`src/hw/rtl/cat_ram.sv`:
```
// ============================================================================
// cat_ram
// Generic single write / single read port RAM with registered read data.
// ============================================================================
`default_nettype none

module cat_ram #(
    parameter int WIDTH = 8,
    parameter int DEPTH = 16,
    parameter int AW    = $clog2(DEPTH)
) (
    input  wire logic             aclk,
    input  wire logic             we,
    input  wire logic [AW-1:0]    waddr,
    input  wire logic [WIDTH-1:0] wdata,
    input  wire logic [AW-1:0]    raddr,
    output logic      [WIDTH-1:0] rdata
);

    logic [WIDTH-1:0] mem [DEPTH];

    always_ff @(posedge aclk) begin
        if (we) begin
            mem[waddr] <= wdata;
        end
        rdata <= mem[raddr];
    end

endmodule

`default_nettype wire

```
`config.mk`:
```
export PLATFORM = sky130hd
export DESIGN_NAME = cat_ram
export DESIGN_NICKNAME = d
export VERILOG_FILES = /design/src/hw/rtl/cat_ram.sv
export SDC_FILE = /design/constraint.sdc
export NUM_CORES = 1
export LEC_CHECK = 0
export BUFFER_PORTS_ARGS = -buffer_cell sky130_fd_sc_hd__buf_2
export CAP_MARGIN = 20
export CELL_PAD_IN_SITES_DETAIL_PLACEMENT = 1
export CELL_PAD_IN_SITES_GLOBAL_PLACEMENT = 1
export CORE_MARGIN = 2
export CORE_UTILIZATION = 44
export CTS_BUF_LIST = sky130_fd_sc_hd__clkbuf_4 sky130_fd_sc_hd__clkbuf_8
export CTS_CLUSTER_SIZE = 24
export DETAILED_ROUTE_END_ITERATION = 6
export PLACE_DENSITY = 0.64
export SLEW_MARGIN = 20
export SYNTH_ARGS = -nofsm -noshare
export SYNTH_HDL_FRONTEND = slang
export SYNTH_SLANG_ARGS = --single-unit
```
`constraint.sdc`:
```
create_clock -name aclk -period 3.6 [get_ports aclk]
set_clock_uncertainty 0.15 [all_clocks]
set_input_delay 0 -clock aclk [delete_from_list [all_inputs] [get_ports aclk]]
set_output_delay 0 -clock aclk [all_outputs]
set_load 0.01 [all_outputs]
```
# Yosys cells after proc, flatten, opt, wreduce, memory -nomap -nowiden
# Memories as Yosys holds them, arrays and structs flattened. A register that Yosys moved wholly into a read port is not among the register bits.
# Cells that the tools add are included.
# W data, S select, Z words.
dict set report totals {
  ff_bits 0
  elab_cells 3
  ramBits 128
  out_inout_bits 8
  inputBits 18
  memories 1
}
dict set report classes {
  mux 2
}
# memory depth word_bits read_ports rd_ports_with_merged_regs write_ports line_no
set mem_list {}
lappend mem_list {mem 16 8 1 1 1 20} ;# logic [WIDTH-1:0] mem [DEPTH];
# cell n
set op_table {}
lappend op_table {{$mux W1} 2}

# Logic depth before layout (Yosys ltp)
# Gate-level depths: netlist (run 1).
dict set report depth {
  depth_word 2
  depth_mapped 5
  ltp_nobuf 3
}

# Worst setup path before layout (run 1)
# No wires, ideal clock.
dict set report synth_path {
  kind {input port to flip-flop}
  from {input port waddr[2]}
  to {memory mem[0][0] (enable)}
  setup_time_ns 0.383
  t_arrival_ns 1.110
  required_time_ns 3.067
  path_slack_ns 1.957
  n_path_buf 0
  stages 2
  cell_sequence {or3b_2 > nor3_1}
}
# element line_no
set synth_rtl {}
lappend synth_rtl {{start: declaration} 14} ;# input wire logic [AW-1:0] waddr,
lappend synth_rtl {{end: declaration} 20}
# No word-level cell before the write port.

# Worst setup path after layout (run 1)
dict set report layout_path {
  from {input port waddr[2]}
  to {memory mem[0][1] (enable)}
}
# No word-level cell before the write port.

==> results of run 1 <==
-- final timing paths --
kind / from / endpoint / cells past startpoint
worst max-delay path: waddr[2] / mem[0][1] / 5
worst min-delay path: raddr[2] / rdata[4] / 4
worst max register to register: mem[0][0] / rdata[0] / 3
worst min register to register: mem[12][6] / rdata[6] / 3
-- flip-flops by register name, summed over array words and instances, names as in the netlist --
| name | count |
|---|---|
| mem | 128 |
| rdata | 8 |
-- routing by layer --
layer | share of wire [%] | GRT usage [%] | vias to the layer above
met2 | 49 | 28.2 | 69
li1 | - | - | 1072
met3 | 4.3 | 4.86 | 18
met5 | 0 | 0 | -
met1 | 44 | 23.9 | 1253
met4 | 2.1 | 6.99 | 0
-- metrics by stage --
stage / setup WS, ps / hold WS, ps / instances / cell area, um^2 / utilization (%)
2_1_floorplan: 1960 / -51.1 / 229 / 5150 / -
3_3_place_gp: 1630 / 244 / 391 / 5400 / 47.3
3_5_place_dp: 1510 / 245 / 391 / 5400 / 47.3
4_1_cts: 1680 / 28.8 / 434 / 5920 / 51.9
5_1_grt: 1190 / 71.1 / 436 / 5950 / 52.1
6_report: 1230 / 55.4 / 436 / 5950 / 52.1
-- logic make-up (layout without fill, tap and decap cells) --
family	after synthesis	after routing	share of synthesized area, %
compound gates	16	16	2.33
buf+inv	10	74	1.68
flops	136	136	77.8
mux	32	32	15.0
simple gates	35	35	3.18
-- power groups by stage --
stage                     registers [W]  logic [W]  clock network, W
after CTS                       0.00178   0.000174           0.00131
after global placement          0.00181   0.000161                 0
after detailed placement        0.00181   0.000165                 0
final                           0.00178   0.000173           0.00129
after floorplan                 0.00182  0.0000899                 0
after global routing            0.00178   0.000188           0.00137
-- critical path, delay by kind of cell --
family,cells,cell delay (ps)
AND/OR/NAND/NOR,2,1020
buffers and inverters,3,1260
-- cell usage after synthesis --
| master | instances |
|---|---|
| nand2b_1 | 2 |
| a22oi_1 | 16 |
| nand2_1 | 9 |
| edfxtp_1 | 128 |
| buf_4 | 1 |
| and2_1 | 1 |
| buf_2 | 3 |
| mux4_1 | 14 |
| nor2b_1 | 1 |
| dfxtp_1 | 8 |
| and2b_1 | 1 |
| clkdlybuf4s25_2 | 3 |
| or3b_2 | 1 |
| nor2_1 | 13 |
| nand3b_1 | 2 |
| nor3_1 | 4 |
| buf_6 | 3 |
| mux4_2 | 18 |
| nand3_1 | 1 |
-- layout make-up --
cell class / instances / area [um^2] / area share, %
Multi-Input combinational cell: 83 / 1070 / 17.9
Timing Repair Buffer: 42 / 285 / 4.80
Clock buffer: 17 / 234 / 3.93
Sequential cell: 136 / 4000 / 67.3
Clock inverter: 15 / 179 / 3.01
Tap cell: 143 / 179 / 3.01
==> results.py, run 1 <==
metrics = {
    "pwr": {
        "p_sw_w": 0.000707,
        "max-vdd-ir-drop_v": 0.000230,
        "power_frac_comb_pct": 5.3,
        "p_seq_share_pct": 54.9,
        "swShare_pct": 21.9,
        "p_int_w": 0.00253,
        "p_total_w": 0.00323,
        "p_per_area_mw_per_mm2": 544,
        "p_leak_nw": 1.97,
        "clkPwrFrac_pct": 39.7,
    },
    "global_routing": {
        "grt_pass1_wl_um": 15800,
        "grt_pass1_vias": 2626,
        "grt_overflow": 0,
        "antenna_found_initial": 0,
        "track_usage_pct": 17.8,
        "grt_max_degree": 33,
    },
    "logic_synthesis": {
        "synth_area_mm2": 0.00515,
        "synth_nets": 247,
        "ys_seq_area_share_pct": 77.8,
        "synth_area_leader_cell": "edfxtp_1",
        "synth_top_cell_area_share_pct": 74.7,
        "syn_inst": 229,
        "yosys_warnings": 0,
        "synth.area.top_cells": "edfxtp_1, mux4_2, mux4_1",
        "syn_area_per_cell_um2": 22.5,
        "ys_types": 19,
        "synth-seq-cells": 136,
    },
    "floorplanning": {
        "rows": 39,
        "start_util_pct": 45.1,
        "core_area_mm2": 0.0114,
        "ios": 26,
        "die-area_mm2": 0.0126,
        "die_width_um": 112,
        "die_h_um": 112,
    },
    "setup_path": {
        "path_cells": "dlygate4sd3_1, buf_2, or3b_2, dlygate4sd3_1, nor3_2",
        "required_ps": 3510,
        "crit_type": "input port to flop",
        "crit_top_cell": "dlygate4sd3_1",
        "critPathCaptureType": "flop",
        "crit_fanout": 8,
        "worst-r2r-setup-slack_ps": 2050,
        "cp_slowest_cell": "dlygate4sd3_1",
        "crit_path_max_incr_delay_ps": 600,
        "worstPathArrival_ps": 2280,
        "start_kind": "input port",
    },
    "finish": {
        "final_cell_mix": "edfxtp_1, buf_2, mux4_2",
        "final_common_cell": "edfxtp_1",
        "fillCellCount": 1060,
        "layout.nets": 298,
        "drive_above_1_share_pct": 28.0,
        "diodes": 0,
        "syn2layout_area_growth_pct": 15.6,
    },
    "cts": {
        "ctsHoldBuffers": 11,
        "htree_levels": 4,
        "post_cts_buffers": 0,
        "clock_latency_ps": 430,
        "numCtsBuffers": 17,
        "ctsResizeCount": 0,
        "cts_buffer_depth": 2,
        "clockRootBuffer": "clkbuf_8",
        "clk_transition_reported_paths_ps": 80,
        "tritoncts": "done",
        "cts_num_sinks": 136,
    },
    "timing": {
        "fin_crit_sh_pct": 65.8,
        "setup_viol": 0,
        "slew_headroom_pct": 35.3,
        "period_minus_slack_ps": 2370,
        "worstMarginPinSlew_ps": 967,
        "tns_ps": 0,
        "fmax_mhz": 422,
        "final_max_slew_viol_count": 0,
        "hold_viol": 0,
        "rsz0062_at_grt": "false",
    },
    "route": {
        "drtAntennaViolNets": 0,
        "drc": 0,
        "drt_wl_total_um": 10300,
        "dr.first_iter.drc_count": 109,
        "first_pass_iters": 4,
        "vias": 2412,
        "routed_via_density": 5.53,
        "wl_per_cell_um": 23.7,
    },
    "placed_design": {
        "io_buffers": 25,
        "place.gp.congestion": 0.793,
        "hpwl_um": 6330,
    },
    "job": {
        "cap_viol_max_count": 0,
    },
    "worst_hold_path": {
        "worstHoldPathType": "input port to flop",
    },
    "outcome": {
        "status": "finished clean",
    },
}
Power figures use the tool's default switching activity.
==> run 2: changes to the inputs <==
--- a/config.mk
+++ b/config.mk
@@ -14,7 +14,7 @@
 export CTS_BUF_LIST = sky130_fd_sc_hd__clkbuf_4 sky130_fd_sc_hd__clkbuf_8
 export CTS_CLUSTER_SIZE = 24
 export DETAILED_ROUTE_END_ITERATION = 6
-export PLACE_DENSITY = 0.64
+export PLACE_DENSITY = 0.66
 export SLEW_MARGIN = 20
 export SYNTH_ARGS = -nofsm -noshare
 export SYNTH_HDL_FRONTEND = slang
==> constraint.sdc (replaced) <==
create_clock -name aclk -period 2.1 [get_ports aclk]
set_clock_uncertainty 0.15 [all_clocks]
set_input_delay 0 -clock aclk [delete_from_list [all_inputs] [get_ports aclk]]
set_output_delay 0 -clock aclk [all_outputs]
set_load 0.01 [all_outputs]
==> results.py, run 2 (synthesis results as in run 1) <==
metrics = {
    "timing": {
        "fin_crit_sh_pct": 92.6,
        "finalWorstSetupSlack_ps": 156,
        "slew_headroom_pct": 51.3,
        "hold_viol": 0,
        "setup_viol": 0,
        "rsz0062_at_grt": "false",
        "tns_ps": 0,
        "fmax_mhz": 514,
        "period_minus_slack_ps": 1940,
        "worstMarginPinSlew_ps": 727,
        "final_max_slew_viol_count": 0,
    },
    "worst_hold_path": {
        "min_from": "raddr[1]",
        "worstHoldPathType": "input port to flop",
    },
    "setup_path": {
        "crit_type": "input port to flop",
        "r2r-start": "mem[2][2]",
        "critPathCaptureType": "flop",
        "worst-r2r-setup-slack_ps": 580,
        "required_ps": 2090,
        "setup.worst_path.start": "waddr[2]",
        "crit_fanout": 4,
        "worstPathArrival_ps": 1930,
        "start_kind": "input port",
    },
    "global_routing": {
        "grt_max_degree": 33,
        "track_usage_pct": 18.3,
        "grt_overflow": 0,
        "grt_pass1_wl_um": 16400,
        "grt_pass1_vias": 2752,
        "antenna_found_initial": 0,
    },
    "route": {
        "drc": 0,
        "dr.first_iter.drc_count": 174,
        "drt_wl_total_um": 10700,
        "wl_per_cell_um": 23.6,
        "drtAntennaViolNets": 0,
        "first_pass_iters": 4,
        "vias": 2493,
        "routed_via_density": 5.52,
    },
    "cts": {
        "clock_latency_ps": 420,
        "cts_buffer_depth": 2,
        "cts_num_sinks": 136,
        "htree_levels": 4,
        "clockRootBuffer": "clkbuf_8",
        "numCtsBuffers": 17,
        "post_cts_buffers": 0,
        "ctsResizeCount": 0,
        "tritoncts": "done",
        "clk_transition_reported_paths_ps": 70,
        "ctsHoldBuffers": 14,
    },
    "pwr": {
        "max-vdd-ir-drop_v": 0.000336,
        "p_leak_nw": 2.06,
        "clkPwrFrac_pct": 35.5,
        "p_seq_share_pct": 58.6,
        "swShare_pct": 20.4,
        "p_sw_w": 0.00106,
        "power_frac_comb_pct": 5.9,
        "p_int_w": 0.00414,
        "p_per_area_mw_per_mm2": 864,
    },
    "placed_design": {
        "dp_slack_ps": 466,
        "place.gp.congestion": 0.753,
        "hpwl_um": 7070,
        "io_buffers": 25,
        "placed_cells": 407,
        "place_area_mm2": 0.00554,
    },
    "finish": {
        "regMostFlops": "mem",
        "reg.largest.list": "mem: 128 flops, rdata: 8 flops",
        "diodes": 0,
        "fillCellCount": 1037,
        "final_common_cell": "edfxtp_1",
        "drive_above_1_share_pct": 30.7,
        "largest_reg_flops": 128,
        "final-seq-area_mm2": 0.00400,
        "fin_area_mm2": 0.00603,
        "fin_cells": 452,
        "final_cell_mix": "edfxtp_1, buf_2, clkbuf_8",
        "multi_input_area_mm2": 0.00106,
        "layout.nets": 315,
        "syn2layout_area_growth_pct": 17.1,
    },
    "floorplanning": {
        "start_util_pct": 45.1,
        "core_area_mm2": 0.0114,
        "die_h_um": 112,
        "die_width_um": 112,
        "ios": 26,
        "die-area_mm2": 0.0126,
        "rows": 39,
    },
    "job": {
        "cap_viol_max_count": 0,
    },
    "outcome": {
        "status": "finished clean",
    },
}
## run 2: changes by cell type in the layout (fill, tap and decap cells not counted), sizes merged
cell / delta
buf: +16
inv: -1
dlygate4sd3: +1
clkbuf: +9
bufinv: -3
clkinvlp: -4
clkinv: -2
## run 2: power groups by stage
| stage | combinational [W] | clock, W | sequential, W |
|---|---|---|---|
| floorplan | 0.000154 | 0 | 0.00311 |
| global placement | 0.000287 | 0 | 0.00311 |
| detailed placement | 0.000296 | 0 | 0.00311 |
| CTS | 0.000316 | 0.00190 | 0.00305 |
| global route | 0.000337 | 0.00201 | 0.00305 |
| finish | 0.000309 | 0.00185 | 0.00305 |
## run 2: worst paths after layout
path,to,cells past startpoint
worst max-delay path,mem[2][6],5
worst min-delay path,rdata[6],4
worst max register to register,rdata[2],3
worst min register to register,rdata[5],3
## run 2: layout make-up
type                       instances  area share [%]
clock buffer                      26            5.32
clock inverter                     5           0.415
multi-input combinational         83            17.5
timing repair buffer              59            7.31
sequential                       136            66.4
tap                              143            2.97
## run 2: critical path, stage by stage
cell and delay, ps:
dlygate4sd3_1 520, buf_2 130, or3b_2 510, nor2_1 170
dlygate4sd3_1 590
## run 2: stage by stage
stage / util [%] / total power [W] / hold slack [ps]
4_1_cts: 52.8 / 0.00526 / 4.84
6_report: 52.8 / 0.00521 / 30.6
5_1_grt: 52.8 / 0.00540 / 24.2
3_3_place_gp: 48.5 / 0.00340 / 241
3_5_place_dp: 48.5 / 0.00341 / 251
2_1_floorplan: - / 0.00327 / -51.1
## run 2: routing by layer
layer	part of all wire (%)	wire length [um]	vias up	track usage, %
li1	-	-	1104	-
met4	0.83	89	0	6.50
met3	5.4	581	7	4.91
met5	0	0	-	0
met1	43	4580	1299	24.8
met2	51	5440	83	29.1
